**src/sv/temporal_median_background_subtract_defines.svh**
```systemverilog
// Assertion macros shared by the temporal median background subtraction block.
// Each macro expects a clock named clk_i and an active-low reset named rst_ni.
`ifndef TEMPORAL_MEDIAN_BACKGROUND_SUBTRACT_DEFINES_SVH
`define TEMPORAL_MEDIAN_BACKGROUND_SUBTRACT_DEFINES_SVH

// Same-cycle implication, checked outside reset.
`define TMBS_ASSERT_NOW(lbl, ante, cons, msg) \
  lbl: assert property (@(posedge clk_i) disable iff (!rst_ni) (ante) |-> (cons)) \
    else $error(msg);

// Next-cycle implication, checked outside reset.
`define TMBS_ASSERT_NEXT(lbl, ante, cons, msg) \
  lbl: assert property (@(posedge clk_i) disable iff (!rst_ni) (ante) |=> (cons)) \
    else $error(msg);

`endif

```
**src/sv/tmbs_pkg.sv**
```systemverilog
`timescale 1ns / 1ps

package tmbs_pkg;

  // Window length in frames and number of pixel positions per frame.
  localparam int WIN_FRAMES   = 5;
  localparam int FRAME_PIXELS = 307200;

  // Field widths.
  localparam int PIX_W  = 8;
  localparam int IDX_W  = 19;
  localparam int WORD_W = PIX_W * WIN_FRAMES;
  localparam int ADDR_W = (FRAME_PIXELS > 1) ? $clog2(FRAME_PIXELS) : 1;
  localparam int CNT_W  = $clog2(WIN_FRAMES + 1);

  // Upper median: rank N/2 in ascending order.
  localparam int MED_RANK = WIN_FRAMES / 2;

  // Stream data width and padding.
  localparam int DATA_W = 32;
  localparam int PAD_W  = DATA_W - IDX_W - PIX_W;

  // Threshold after reset.
  localparam logic [PIX_W-1:0] THR_RESET = 8'd30;

  // Item leaving the history stage: updated window of one position.
  typedef struct packed {
    logic [IDX_W-1:0]  idx;
    logic [PIX_W-1:0]  pix;
    logic [WORD_W-1:0] word;
  } win_item_t;

  // Item leaving the median stages.
  typedef struct packed {
    logic [IDX_W-1:0] idx;
    logic [PIX_W-1:0] pix;
    logic [PIX_W-1:0] med;
  } med_item_t;

endpackage

```
**src/sv/tmbs_fg.sv**
```systemverilog
`timescale 1ns / 1ps

module tmbs_fg (
  input  logic                        clk_i,
  input  logic                        rst_ni,
  input  logic                        valid_i,
  input  tmbs_pkg::med_item_t         item_i,
  input  logic [tmbs_pkg::PIX_W-1:0]  thr_i,
  output logic                        ready_o,
  output logic                        valid_o,
  output logic [tmbs_pkg::PIX_W-1:0]  med_o,
  output logic                        fg_o,
  output logic [tmbs_pkg::IDX_W-1:0]  idx_o,
  input  logic                        ready_i
);

  logic                        out_valid_q;
  logic [tmbs_pkg::PIX_W-1:0]  med_q;
  logic                        fg_q;
  logic [tmbs_pkg::IDX_W-1:0]  idx_q;

  logic [tmbs_pkg::PIX_W-1:0]  diff;
  logic                        fg_d;

  assign ready_o = !out_valid_q || ready_i;

  // Absolute difference against the background and threshold test.
  always_comb begin
    if (item_i.pix > item_i.med) begin
      diff = item_i.pix - item_i.med;
    end else begin
      diff = item_i.med - item_i.pix;
    end
    fg_d = diff > thr_i;
  end

  // Output register valid bit.
  always_ff @(posedge clk_i or negedge rst_ni) begin
    if (!rst_ni) begin
      out_valid_q <= 1'b0;
    end else if (ready_o) begin
      out_valid_q <= valid_i;
    end
  end

  // Output register payload.
  always_ff @(posedge clk_i) begin
    if (ready_o && valid_i) begin
      med_q <= item_i.med;
      fg_q  <= fg_d;
      idx_q <= item_i.idx;
    end
  end

  assign valid_o = out_valid_q;
  assign med_o   = med_q;
  assign fg_o    = fg_q;
  assign idx_o   = idx_q;

endmodule

```
**config.mk**
```make
export PLATFORM = sky130hd
export DESIGN_NAME = tmbs_fg
export DESIGN_NICKNAME = d
export VERILOG_FILES = /design/src/sv/temporal_median_background_subtract_defines.svh /design/src/sv/tmbs_pkg.sv /design/src/sv/tmbs_fg.sv
export SDC_FILE = /design/constraint.sdc
export NUM_CORES = 1
export LEC_CHECK = 0
export BUFFER_PORTS_ARGS = -buffer_cell sky130_fd_sc_hd__buf_2
export CORE_MARGIN = 2
export CORE_UTILIZATION = 51
export CTS_CLUSTER_DIAMETER = 30
export CTS_CLUSTER_SIZE = 14
export DETAILED_ROUTE_END_ITERATION = 12
export GPL_TIMING_DRIVEN = 0
export PLACE_DENSITY = 0.87
export SETUP_SLACK_MARGIN = 0.05
export SLEW_MARGIN = 10
export SYNTH_ARGS = -nofsm -noshare
export SYNTH_HDL_FRONTEND = slang
export SYNTH_SLANG_ARGS = --single-unit
```
**constraint.sdc**
```tcl
create_clock -name clk_i -period 3.9 [get_ports clk_i]
set_clock_uncertainty 0.2 [all_clocks]
set_input_delay 0.585 -clock clk_i [delete_from_list [all_inputs] [get_ports clk_i]]
set_output_delay 0.585 -clock clk_i [all_outputs]
set_load 0.05 [all_outputs]
```
==> flow_metrics.py <==
metrics = {
    "finish": {
        "fillerInstances": 263,
        "area.sequential_sq_um": 865.8,
        "num_antenna_cells": 0,
        "leading_cell_type_in_the_layout_fill_and_taps_excluded": "buf_2",
        "postLayoutCoreUtil_pct": 68.05,
        "layout-drive-gt1-share_pct": 39.22,
        "multi_input_area_sq_um": 762.0,
        "synthToLayoutAreaGrowth_pct": 28.18,
        "final_cell_mix": "buf_2, edfxtp_1, inv_1, ha_1, a21oi_1",
        "design.final.nets": 303,
    },
    "timing": {
        "grt_setup_unrepaired": "false",
        "slew_violations": 0,
        "setup_ws_ns": 0.7308,
        "tightestPinTransition_ns": 1.151,
        "max_freq_mhz": 315.5,
        "setup_violations": 0,
        "fin_tns_setup_ns": 0,
        "layout_min_cycle_time_ns": 3.169,
        "slew_headroom_pct": 23.27,
        "final_min_period_over_clock_period_pct": 81.26,
        "finalHoldViolCount": 0,
    },
    "global_route": {
        "antenna_found_initial": 0,
        "grt_usage_pct": 18.56,
        "grt_max_degree": 29,
        "wire_length_of_the_first_global_routing_pass_mm": 5.713,
        "global_route_congestion_overflow_total": 0,
        "grt_pass1_vias": 1322,
    },
    "worst_setup_path": {
        "worst_ep_required_time_ns": 3.74,
        "crit_path_start_kind": "input port",
        "end_kind": "flop",
        "worstSetupPathType": "input port to flop",
        "cp_max_fo": 7,
        "critical_path_arrival_ns": 3.01,
    },
    "yosys": {
        "synthDominantAreaCellType": "edfxtp_1",
        "synth-async-reset-ratio_pct": 3.448,
        "post_synth_instance_area_sq_um": 1772,
        "yosysWarningCount": 0,
        "synth_ff_type": "edfxtp_1",
        "netlist_top_cells_area": "edfxtp_1, ha_1, inv_1, mux2i_1, a21oi_1",
        "synth_top_cell_area_share_pct": 47.46,
        "mappedNetlistNets": 219,
        "post_synth_inst_count": 147,
        "postSynthRegisterBits": 29,
        "seq_area_frac_synth_pct": 48.87,
        "syn_avg_cell_area_sq_um": 12.05,
        "yosys.cell_types.count": 34,
        "synth_edf_count": 28,
    },
    "route": {
        "vias_per_cell": 4.892,
        "drcViolationCount": 0,
        "total_iterations_of_the_first_detailed_routing_run": 4,
        "via_count": 1360,
        "drtAntennaViolNets": 0,
        "detail_route.iter0.violations": 49,
        "drt-total-wl_mm": 3.470,
        "wl_per_cell_um": 12.48,
    },
    "power_and_ir_drop": {
        "power_share_of_the_clock_group_pct": 19.9,
        "vdd_drop_max_mv": 0.1302,
        "power.density_cell_area_nw_per_um2": 356.5,
        "leakagePower_nw": 1.133,
        "power_frac_comb_pct": 34.5,
        "internal_power_w": 0.0005400,
        "p_switching_w": 0.0002695,
        "swShare_pct": 33.29,
        "share_seq_of_total_power_pct": 45.6,
    },
    "cts": {
        "worst_skew_pair_later_pin_latency_ns": 0.31,
        "cts_buffers": 5,
        "cts.htree.levels": 2,
        "ctsRootBufferMaster": "clkbuf_4",
        "clock_tree_from_tritoncts": "done",
        "post_cts.resized_instances": 0,
        "max-clock-path-buffers": 2,
        "clock-sinks": 29,
        "path_clk_slew_ns": 0.08,
    },
    "floorplan": {
        "floorplan.die_area_sq_um": 3961,
        "ios": 77,
        "num_rows": 21,
        "die_w_um": 62.94,
        "core_area_sq_um": 3337,
        "initial_core_util_pct": 53.09,
        "die_h_um": 62.94,
    },
    "flow_run": {
        "max_capacitance_violation_count": 0,
    },
    "placed_design": {
        "finalWeightedCongestion": 0.7144,
        "portBuffers": 76,
        "dp_worst_setup_slack_ns": 0.4080,
        "dpl.hpwl_mm": 2.748,
    },
    "run_status": {
        "run_status": "completed",
    },
    "worst_hold_path": {
        "hold_path.class": "input port to flop",
    },
}
==> final cells by class <==
type | instances | area share, %
sequential | 29 | 38.13
multi-input combinational | 88 | 33.55
timing repair buffer | 77 | 17.19
inverter | 25 | 4.132
tap | 46 | 2.534
buffer | 5 | 2.204
clock buffer | 6 | 1.818
clock inverter | 2 | 0.4408
==> synth_stat cells, types with 2 or more instances <==
library cell,n
fa_1,2
o21ai_0,7
nand3_1,2
a21o_1,5
a211oi_1,2
a31oi_1,2
nand2_1,4
buf_6,2
inv_1,25
a21oi_1,9
a311oi_1,2
nand2b_1,2
mux2i_1,6
ha_1,23
xnor2_1,3
edfxtp_1,28
and2_1,2
nor2_1,2
nand4_1,2
xor2_1,3
==> worst paths after layout <==
| path | start | end | slack (ns) | cells past startpoint |
|---|---|---|---|---|
| worst max-delay path | item_i[8] | fg_o$_DFFE_PP_ | 0.73 | 16 |
| worst min-delay path | item_i[31] | idx_o[15]$_DFFE_PP_ | 0.25 | 1 |
| worst max register to register | valid_o$_DFFE_PN0N_ | med_o[4]$_DFFE_PP_ | 1.88 | 2 |
| worst min register to register | valid_o$_DFFE_PN0N_ | valid_o$_DFFE_PN0N_ | 0.40 | 2 |
| max in group asynchronous | rst_ni | valid_o$_DFFE_PN0N_ | 3.03 | 2 |
| min in group asynchronous | rst_ni | valid_o$_DFFE_PN0N_ | 0.38 | 2 |
==> metal layers <==
metal	global-route usage [%]	vias up	part of all wire, %
li1	-	690	-
met1	22.08	599	43
met2	31.91	67	48
met3	5.045	4	7.9
met4	6.944	0	0.72
met5	0	-	0
==> kinds of logic after synthesis <==
logic type	after synthesis	synth area share, %
AOI/OAI and AO/OA	32	11.65
buffers and inverters	30	8.121
DFF	29	48.87
adders and majority gates	25	18.50
and+or+nand+nor	18	5.862
muxes	7	4.026
xor gates and xnor gates	6	2.967
==> through the flow <==
| step | area, sq um | hold WS (ns) | total power (W) | std cells |
|---|---|---|---|---|
| global route | 2271 | 0.2206 | 0.0008590 | 278 |
| finish | 2271 | 0.2468 | 0.0008095 | 278 |
| floorplan | 1772 | 0.08941 | 0.0005803 | 147 |
| global placement | 2210 | 0.1627 | 0.0006456 | 269 |
| CTS | 2271 | 0.2294 | 0.0008172 | 278 |
| detailed placement | 2210 | 0.1635 | 0.0006545 | 269 |
==> flip-flops by register name (all words and copies together), names as in the netlist <==
name,count
idx_o,19
med_o,8
fg_o,1
valid_o,1
==> timing repair <==
action,in CTS,in global routing
buffers inserted,0,0
hold buffers,1,0
setup endpoints to repair,0,0
hold endpoints to repair,1,0
==> worst max-delay path: stages <==
cell and delay [ns]:
buf_2 0.10, inv_1 0.05, ha_1 0.15, inv_1 0.06
fa_1 0.39, nand3_1 0.10, a21oi_1 0.06, o22a_1 0.19
buf_6 0.15, mux2i_1 0.17, xor2_1 0.17, ha_1 0.26
a21o_1 0.16, a21o_1 0.16, a21oi_1 0.15, a32oi_1 0.10
==> power by group through the flow <==
stage	clock network, W	logic (W)	registers [W]
3_5_place_dp	0	0.000278	0.000376
3_3_place_gp	0	0.000270	0.000375
4_1_cts	0.000167	0.000281	0.000369
2_1_floorplan	0	0.000140	0.000440
5_1_grt	0.000182	0.000306	0.000371
6_report	0.000161	0.000279	0.000369
Power figures use the tool's default switching activity.
