==> config.mk <==
export PLATFORM = sky130hd
export DESIGN_NAME = tmbs_median
export DESIGN_NICKNAME = d
export VERILOG_FILES = /design/src/sv/temporal_median_background_subtract_defines.svh /design/src/sv/tmbs_pkg.sv /design/src/sv/tmbs_median.sv
export SDC_FILE = /design/constraint.sdc
export NUM_CORES = 1
export LEC_CHECK = 0
export BUFFER_PORTS_ARGS = -buffer_cell sky130_fd_sc_hd__buf_2
export CORE_MARGIN = 5
export CORE_UTILIZATION = 50
export CTS_CLUSTER_DIAMETER = 100
export DETAILED_ROUTE_END_ITERATION = 6
export HOLD_SLACK_MARGIN = 0.15
export PLACE_DENSITY = 0.76
export SLEW_MARGIN = 25
export SYNTH_ARGS = -nofsm -noshare
export SYNTH_HDL_FRONTEND = slang
export SYNTH_SLANG_ARGS = --single-unit
==> constraint.sdc <==
create_clock -name clk_i -period 7.3 [get_ports clk_i]
set_input_delay 0 -clock clk_i [delete_from_list [all_inputs] [get_ports clk_i]]
set_output_delay 0 -clock clk_i [all_outputs]
set_load 0.01 [all_outputs]
==> src/sv/temporal_median_background_subtract_defines.svh <==
// Assertion macros shared by the temporal median background subtraction block.
// Each macro expects a clock named clk_i and an active-low reset named rst_ni.
`ifndef TEMPORAL_MEDIAN_BACKGROUND_SUBTRACT_DEFINES_SVH
`define TEMPORAL_MEDIAN_BACKGROUND_SUBTRACT_DEFINES_SVH

// Same-cycle implication, checked outside reset.
`define TMBS_ASSERT_NOW(lbl, ante, cons, msg) \
  lbl: assert property (@(posedge clk_i) disable iff (!rst_ni) (ante) |-> (cons)) \
    else $error(msg);

// Next-cycle implication, checked outside reset.
`define TMBS_ASSERT_NEXT(lbl, ante, cons, msg) \
  lbl: assert property (@(posedge clk_i) disable iff (!rst_ni) (ante) |=> (cons)) \
    else $error(msg);

`endif

==> src/sv/tmbs_pkg.sv <==
`timescale 1ns / 1ps

package tmbs_pkg;

  // Window length in frames and number of pixel positions per frame.
  localparam int WIN_FRAMES   = 5;
  localparam int FRAME_PIXELS = 307200;

  // Field widths.
  localparam int PIX_W  = 8;
  localparam int IDX_W  = 19;
  localparam int WORD_W = PIX_W * WIN_FRAMES;
  localparam int ADDR_W = (FRAME_PIXELS > 1) ? $clog2(FRAME_PIXELS) : 1;
  localparam int CNT_W  = $clog2(WIN_FRAMES + 1);

  // Upper median: rank N/2 in ascending order.
  localparam int MED_RANK = WIN_FRAMES / 2;

  // Stream data width and padding.
  localparam int DATA_W = 32;
  localparam int PAD_W  = DATA_W - IDX_W - PIX_W;

  // Threshold after reset.
  localparam logic [PIX_W-1:0] THR_RESET = 8'd30;

  // Item leaving the history stage: updated window of one position.
  typedef struct packed {
    logic [IDX_W-1:0]  idx;
    logic [PIX_W-1:0]  pix;
    logic [WORD_W-1:0] word;
  } win_item_t;

  // Item leaving the median stages.
  typedef struct packed {
    logic [IDX_W-1:0] idx;
    logic [PIX_W-1:0] pix;
    logic [PIX_W-1:0] med;
  } med_item_t;

endpackage

==> src/sv/tmbs_median.sv <==
`timescale 1ns / 1ps

module tmbs_median (
  input  logic                  clk_i,
  input  logic                  rst_ni,
  input  logic                  valid_i,
  input  tmbs_pkg::win_item_t   item_i,
  output logic                  ready_o,
  output logic                  valid_o,
  output tmbs_pkg::med_item_t   item_o,
  input  logic                  ready_i
);

  localparam int N = tmbs_pkg::WIN_FRAMES;

  logic                 v2_q;
  tmbs_pkg::win_item_t  it2_q;
  logic                 v3_q;
  tmbs_pkg::win_item_t  it3_q;
  logic [N-1:0][N-1:0]  bef3_q;

  logic [N-1:0][N-1:0]                 bef;
  logic [N-1:0][tmbs_pkg::CNT_W-1:0]   rank;
  logic [tmbs_pkg::PIX_W-1:0]          med;
  logic                                rdy2;
  logic                                rdy3;

  assign rdy3    = !v3_q || ready_i;
  assign rdy2    = !v2_q || rdy3;
  assign ready_o = rdy2;

  // Compare every pair; ties are broken by slot so ranks are unique.
  always_comb begin
    for (int i = 0; i < N; i++) begin
      for (int j = 0; j < N; j++) begin
        if (j < i) begin
          bef[i][j] = it2_q.word[8*j +: 8] <= it2_q.word[8*i +: 8];
        end else if (j > i) begin
          bef[i][j] = it2_q.word[8*j +: 8] < it2_q.word[8*i +: 8];
        end else begin
          bef[i][j] = 1'b0;
        end
      end
    end
  end

  // Rank each slot and pick the one at the median rank.
  always_comb begin
    med = '0;
    for (int i = 0; i < N; i++) begin
      rank[i] = '0;
      for (int j = 0; j < N; j++) begin
        rank[i] = rank[i] + tmbs_pkg::CNT_W'(bef3_q[i][j]);
      end
      if (rank[i] == tmbs_pkg::CNT_W'(tmbs_pkg::MED_RANK)) begin
        med = med | it3_q.word[8*i +: 8];
      end
    end
  end

  // Stage valid bits.
  always_ff @(posedge clk_i or negedge rst_ni) begin
    if (!rst_ni) begin
      v2_q <= 1'b0;
      v3_q <= 1'b0;
    end else begin
      if (rdy2) begin
        v2_q <= valid_i;
      end
      if (rdy3) begin
        v3_q <= v2_q;
      end
    end
  end

  // Stage payloads.
  always_ff @(posedge clk_i) begin
    if (rdy2 && valid_i) begin
      it2_q <= item_i;
    end
    if (rdy3 && v2_q) begin
      it3_q  <= it2_q;
      bef3_q <= bef;
    end
  end

  assign valid_o    = v3_q;
  assign item_o.idx = it3_q.idx;
  assign item_o.pix = it3_q.pix;
  assign item_o.med = med;

endmodule

==> results of run 1 <==
==> through the flow <==
step / setup slack (ps) / instances / total power, mW / instance area (um^2)
2_1_floorplan: 4310 / 487 / 1.37 / 7320
3_3_place_gp: 4970 / 752 / 1.48 / 7900
3_5_place_dp: 4890 / 752 / 1.50 / 7900
4_1_cts: 4410 / 855 / 2.37 / 9180
5_1_grt: 4270 / 856 / 2.47 / 9210
6_report: 4420 / 856 / 2.36 / 9210
==> sequential cells by signal, summed over array words and instances, names as in the netlist <==
| name | flops |
|---|---|
| item_o | 27 |
| v2_q | 1 |
| valid_o | 1 |
| it3_q | 40 |
| bef3_q | 20 |
| it2_q | 67 |
==> cell usage after synthesis (2+ instances only) <==
cell / instances
edfxtp_1: 154
ha_1: 90
inv_1: 42
a21oi_1: 38
buf_4: 27
nand4_1: 20
o21ai_0: 19
nand2_1: 18
nor2b_1: 10
or2_2: 10
o211ai_1: 9
o21a_1: 9
a222oi_1: 7
a22oi_1: 7
fa_1: 5
nand2b_1: 3
nor3b_2: 3
nor4bb_1: 3
and2_1: 2
dfrtp_1: 2
nor3b_4: 2
==> worst max-delay path by stage <==
stage / from / endpoint / slack (ps) / cells past startpoint
after floorplan: valid_o / bef3_q[10] / 4310 / 2
after global placement: bef3_q[5] / item_o[5] / 4970 / 9
after detailed placement: bef3_q[5] / item_o[4] / 4890 / 9
after CTS: bef3_q[5] / item_o[5] / 4410 / 9
after global routing: bef3_q[5] / item_o[5] / 4270 / 9
final: bef3_q[5] / item_o[5] / 4420 / 9
==> power breakdown <==
group	switching [mW]	total, mW	internal (mW)	leakage, nW
Clock	0.364	0.839	0.475	0.274
Sequential	0.0381	1.11	1.07	1.50
Combinational	0.226	0.410	0.184	1.99
Total	0.628	2.36	1.73	3.77
==> routing by layer <==
metal | part of all wire | vias to the layer above | track usage
met5 | 0 | - | 0
met4 | 0.012 | 0 | 0.0617
met3 | 0.046 | 14 | 0.0398
met2 | 0.53 | 123 | 0.344
met1 | 0.41 | 2199 | 0.253
li1 | - | 2208 | -
==> timing repair <==
item,in CTS,in global routing
endpoints found under the setup margin,0,0
hold buffers,72,0
setup buffers,0,0
endpoints found under the hold margin,71,0
==> logic make-up (layout without fill, tap and decap cells) <==
group / after synthesis / in the layout / synth area share
flops: 156 / 156 / 0.639
fa+ha+maj: 95 / 95 / 0.167
compound gates: 94 / 94 / 0.0812
simple gates: 73 / 73 / 0.0636
buf+inv: 69 / 254 / 0.0492
==> worst max-delay path, delay by kind of cell (launching register included) <==
family	cells	cell delay, ps
simple gates	2	750
flops	1	320
buf+inv	3	240
fa+ha+maj	3	1000
compound gates	1	140
==> layout make-up <==
cell class | count | area (um^2) | area share
multi-input cells | 262 | 2290 | 0.249
inverters | 42 | 158 | 0.0171
repair buffers | 181 | 1290 | 0.140
flip-flops and latches | 156 | 4670 | 0.508
well taps | 184 | 230 | 0.0250
clock inverters | 14 | 136 | 0.0148
clock buffers | 17 | 425 | 0.0462
==> impl_results.md, run 1 <==
* IO Count at 108
* Total clock buffers created by CTS at 17
* Type of origin of the critical path: register
* Worst slew margin at 0.502
* Hold path depth at 2
* Yosys reg bits at 156
* Post-synth ARST share at 0.0128
* Mapped Area at 0.00732 mm^2
* Avg WL per Cell at between 15 and 20 um
* Required time of the critical path at 7300 ps
* Total gr overflow at 0
* Total GRT Usage at 0.199
* Most frequent cells in the layout: edfxtp_1, buf_2, ha_1
* Clock Skew at 11.7 ps
* Clock Sinks at around 160
* Max Freq at 0.347 GHz
* Area growth from synthesis to layout at 25.7%
* Final worst-path cycle share at 0.394
* Synth top area cells: edfxtp_1, ha_1, buf_4
* Layout cells sized above 1 at 0.235
* Worst-Margin Slew at between 700 and 800 ps
* Primary FF master, synth: edfxtp_1
* Die footprint at 0.0172 mm^2
* Commonest non-fill, non-tap cell in the layout: edfxtp_1
* Max-cap viol count at 0
* EDFF count, synth at 154
* Clk buf depth at 2
* Antenna viol nets, final at 0
* Setup slack, reg-to-reg at 5230 ps
* Max-slew violations at 0
* N_diodes at 0
* Worst-path fanout max at 7
* Status: finished clean
* Clock root buffer master: clkbuf_16
* Share of the yosys chip area belonging to registers at 0.639
* 1st-iter DRT viols at approximately 300
* Count of final setup violators at 0
* First-pass GRT wire length at between 20 and 25 mm
* Maximum vdd ir drop at 0.162 mV
* Pwr/cell area at roughly 260 mW/mm^2
* Initial antenna violation count at 0
* Drt total wl at 16.0 mm
* HP Class: input port to register
* Vias at roughly 4500
* First-pass DRT Iterations at 7
* Largest net degree at the start of global routing at 88
* Worst hold path startpoint: item_i[3]
* # DRC at 0
* TNS Setup at 0 ps
* Fin util at 0.638
* CTS tree: yes
* RSZ-0062 raised after global routing: false
* Crit-path cells: inv_1 -> fa_1 -> inv_1 -> ha_1 -> ha_1 -> nor3b_2 -> a22oi_1 -> nand2_1 -> buf_2
* Post_cts resized at 0
* Warnings, synthesis at 0
* Library cells used by synthesis at 28
* PortBufs at 107
* Die Ht at 131 um
* DP HPWL at 10.8 mm
* Syn Nets at 653
* Final #Nets at 826
* CP Capture Type: primary output
* Htree depth at 4
* Highest-delay cell along the critical path: nor3b_2
* DR vias/cell at ~5.3
* Area of the core at between 0.01 and 0.015 mm^2
* Worst flop-to-flop path startpoint: valid_o
* Post-synth top area share at 0.632
* Crit path DAT at between 2000 and 3000 ps
* Worst r2r path cells at 3
* Largest stage delay on the critical path at around 620 ps
* Die width at 131 um
* Vias in the first global route at 4781
* Initial Util at 0.508
* Final Critical Period at 2880 ps
* Synthesized area per cell at around 15 um^2
* P_leak at 3.77 nW
* Clk_lat worst skew at around 430 ps
* Post-synth top area cell: edfxtp_1
* Placer congestion estimate at about 0.87
* Mapped Cells at 487
* Fillers at 1087
* FP Rows at 44
* Final Hold Vio Count at 0
* Clk slew on worst S/H paths at 60 ps
* Worst hold slack at 275 ps
* WS Path Type: register to primary output
* WHS Endpoint: it2_q[3]
* Reg-to-reg endpoint: it2_q[39]
No activity file was read; power rests on OpenSTA's default activity.
==> run 2, diff against run 1 <==
clock period = 2.95 ns   (was 7.3 ns; I/O delays follow)
==> impl_results.md, run 2 (synthesis gave the netlist of run 1 again) <==
* IO Count at 108
* First-pass GRT wire length at 24.9 mm
* Combinational power share at 0.174
* First-pass DRT Iterations at 6
* Final #Nets at 830
* Setup slack, reg-to-reg at 1100 ps
* Clk slew on worst S/H paths at roughly 70 ps
* Share of power burned in registers at 0.449
* Die width at 131 um
* Clk buf depth at 2
* NetSw at 1.61 mW
* DP HPWL at 10.9 mm
* Max FFs per register at 67
* Clock root buffer master: clkbuf_16
* HP Class: input port to register
* CP bufs+invs at 4
* Largest Register: it2_q
* Clock Power Share at 0.377
* Maximum vdd ir drop at between 0.4 and 0.5 mV
* CP Capture Type: primary output
* Highest-delay cell along the critical path: fa_1
* Drt total wl at 15.9 mm
* 1st-iter DRT viols at 288
* Hold path depth at 2
* Final Critical Period at about 2800 ps
* Final worst-path cycle share at 0.965
* Placer congestion estimate at 0.886
* Worst hold path startpoint: item_i[49]
* Crit path DAT at 2850 ps
* Antenna viol nets, final at 0
* Worst r2r path cells at 5
* Total gr overflow at 0
* Final Hold Vio Count at 0
* Most frequent cells in the layout: edfxtp_1, buf_2, ha_1
* Die Ht at 131 um
* Worst slew margin at 0.490
* Clock Sinks at 156
* Avg WL per Cell at 18.4 um
* Pwr/cell area at approximately 660 mW/mm^2
* Required time of the critical path at 2950 ps
* Clk_lat worst skew at 440 ps
* WHS Endpoint: it2_q[49]
* # DRC at 0
* Count of final setup violators at 0
* Total GRT Usage at 0.199
* WS Path Type: register to primary output
* Initial Util at 0.508
* FP Rows at 44
* Largest net degree at the start of global routing at 44
* Placement Cell Area at 0.00793 mm^2
* Type of origin of the critical path: register
* Max Freq at 0.351 GHz
* WP depth at 10
* Area of the core at 0.0144 mm^2
* Worst-Margin Slew at 755 ps
* Initial antenna violation count at 0
* Worst-path fanout max at 4
* Layout cells sized above 1 at 0.241
* PortBufs at 107
* DR vias/cell at ~5.3
* Largest stage delay on the critical path at about 530 ps
* Vias in the first global route at 4811
* Worst flop-to-flop path startpoint: it2_q[1]
* Power Internal at ~4.5 mW
* CP delay by family, top: adder cells
* Commonest non-fill, non-tap cell in the layout: edfxtp_1
* Die footprint at roughly 0.017 mm^2
* CTS tree: yes
* Status: finished clean
* Vias at between 4000 and 5000
* Finished Layout Cells at 861
* Placed cells at 755
* Design Area, Final at 0.00930 mm^2
* P_leak at between 3 and 4 nW
* Max-cap viol count at 0
* Max-slew violations at 0
* Clock Skew at 16.9 ps
* Area growth from synthesis to layout at 27.0%
* Crit-path cells: inv_1 -> fa_1 -> inv_1 -> ha_1 -> ha_1 -> nor3b_4 -> buf_4 -> a222oi_1 -> nand2_1 -> buf_2
* Htree depth at 4
* N_diodes at 0
* Reg-to-reg endpoint: bef3_q[15]
* TNS Setup at 0 ps
* Total clock buffers created by CTS at 17
* Switch share at 0.264
[run 2: cell types whose count changed in the layout (fill, tap and decap cells not counted)]
cell,delta
buf_4,+4
bufinv_16,+2
clkinv_2,-2
inv_6,+2
nor3b_2,-2
nor3b_4,+2
buf_12,+1
buf_16,-1
clkinvlp_4,-1
[run 2: worst max-delay path by stage]
stage,from,endpoint,slack (ps)
2_1_floorplan,valid_o,it2_q[0],310
3_3_place_gp,bef3_q[5],item_o[0],600
3_5_place_dp,bef3_q[20],item_o[1],540
4_1_cts,bef3_q[20],item_o[4],40
5_1_grt,bef3_q[1],item_o[4],-0.8
6_report,bef3_q[1],item_o[4],100
[run 2: worst register-to-register path: stages (launching register included)]
cell      delay (ps)
edfxtp_1         520
ha_1             360
nor2b_1          140
o211ai_1         180
a21oi_1          110
o21ai_0          320
[run 2: final cells by class]
type | instances | area (um^2)
clock inverter | 15 | 196
sequential | 156 | 4670
clock buffer | 17 | 425
tap | 184 | 230
fill | 1073 | 5120
multi-input combinational | 262 | 2300
inverter | 42 | 158
timing repair buffer | 185 | 1310
[run 2: what timing repair did]
item,in CTS,in global routing
setup buffers,0,2
endpoints found under the hold margin,71,0
hold buffers,72,0
gates resized for setup,0,2
endpoints found under the setup margin,0,6
[run 2: power by group through the flow]
stage | Clock [mW] | Sequential [mW] | Combinational [mW]
3_3_place_gp | 0 | 2.78 | 0.912
3_5_place_dp | 0 | 2.78 | 0.951
2_1_floorplan | 0 | 2.75 | 0.628
5_1_grt | 2.43 | 2.76 | 1.19
6_report | 2.30 | 2.74 | 1.06
4_1_cts | 2.33 | 2.74 | 1.03
[run 2: metrics by stage]
stage	total power, mW	worst slack [ps]	hold slack (ps)	utilization
after detailed placement	3.74	535	-209	0.550
final	6.10	104	263	0.645
after floorplan	3.38	310	-296	-
after CTS	6.10	38.5	256	0.643
after global placement	3.69	598	-216	0.550
after global routing	6.37	-0.755	261	0.645
[run 2: per-layer routing]
| layer | part of all wire | wire length (um) | vias up | track usage |
|---|---|---|---|---|
| li1 | - | - | 2210 | - |
| met1 | 0.42 | 6720 | 2214 | 0.259 |
| met2 | 0.50 | 7990 | 132 | 0.320 |
| met3 | 0.054 | 850 | 24 | 0.0524 |
| met4 | 0.020 | 322 | 0 | 0.0762 |
| met5 | 0 | 0 | - | 0 |
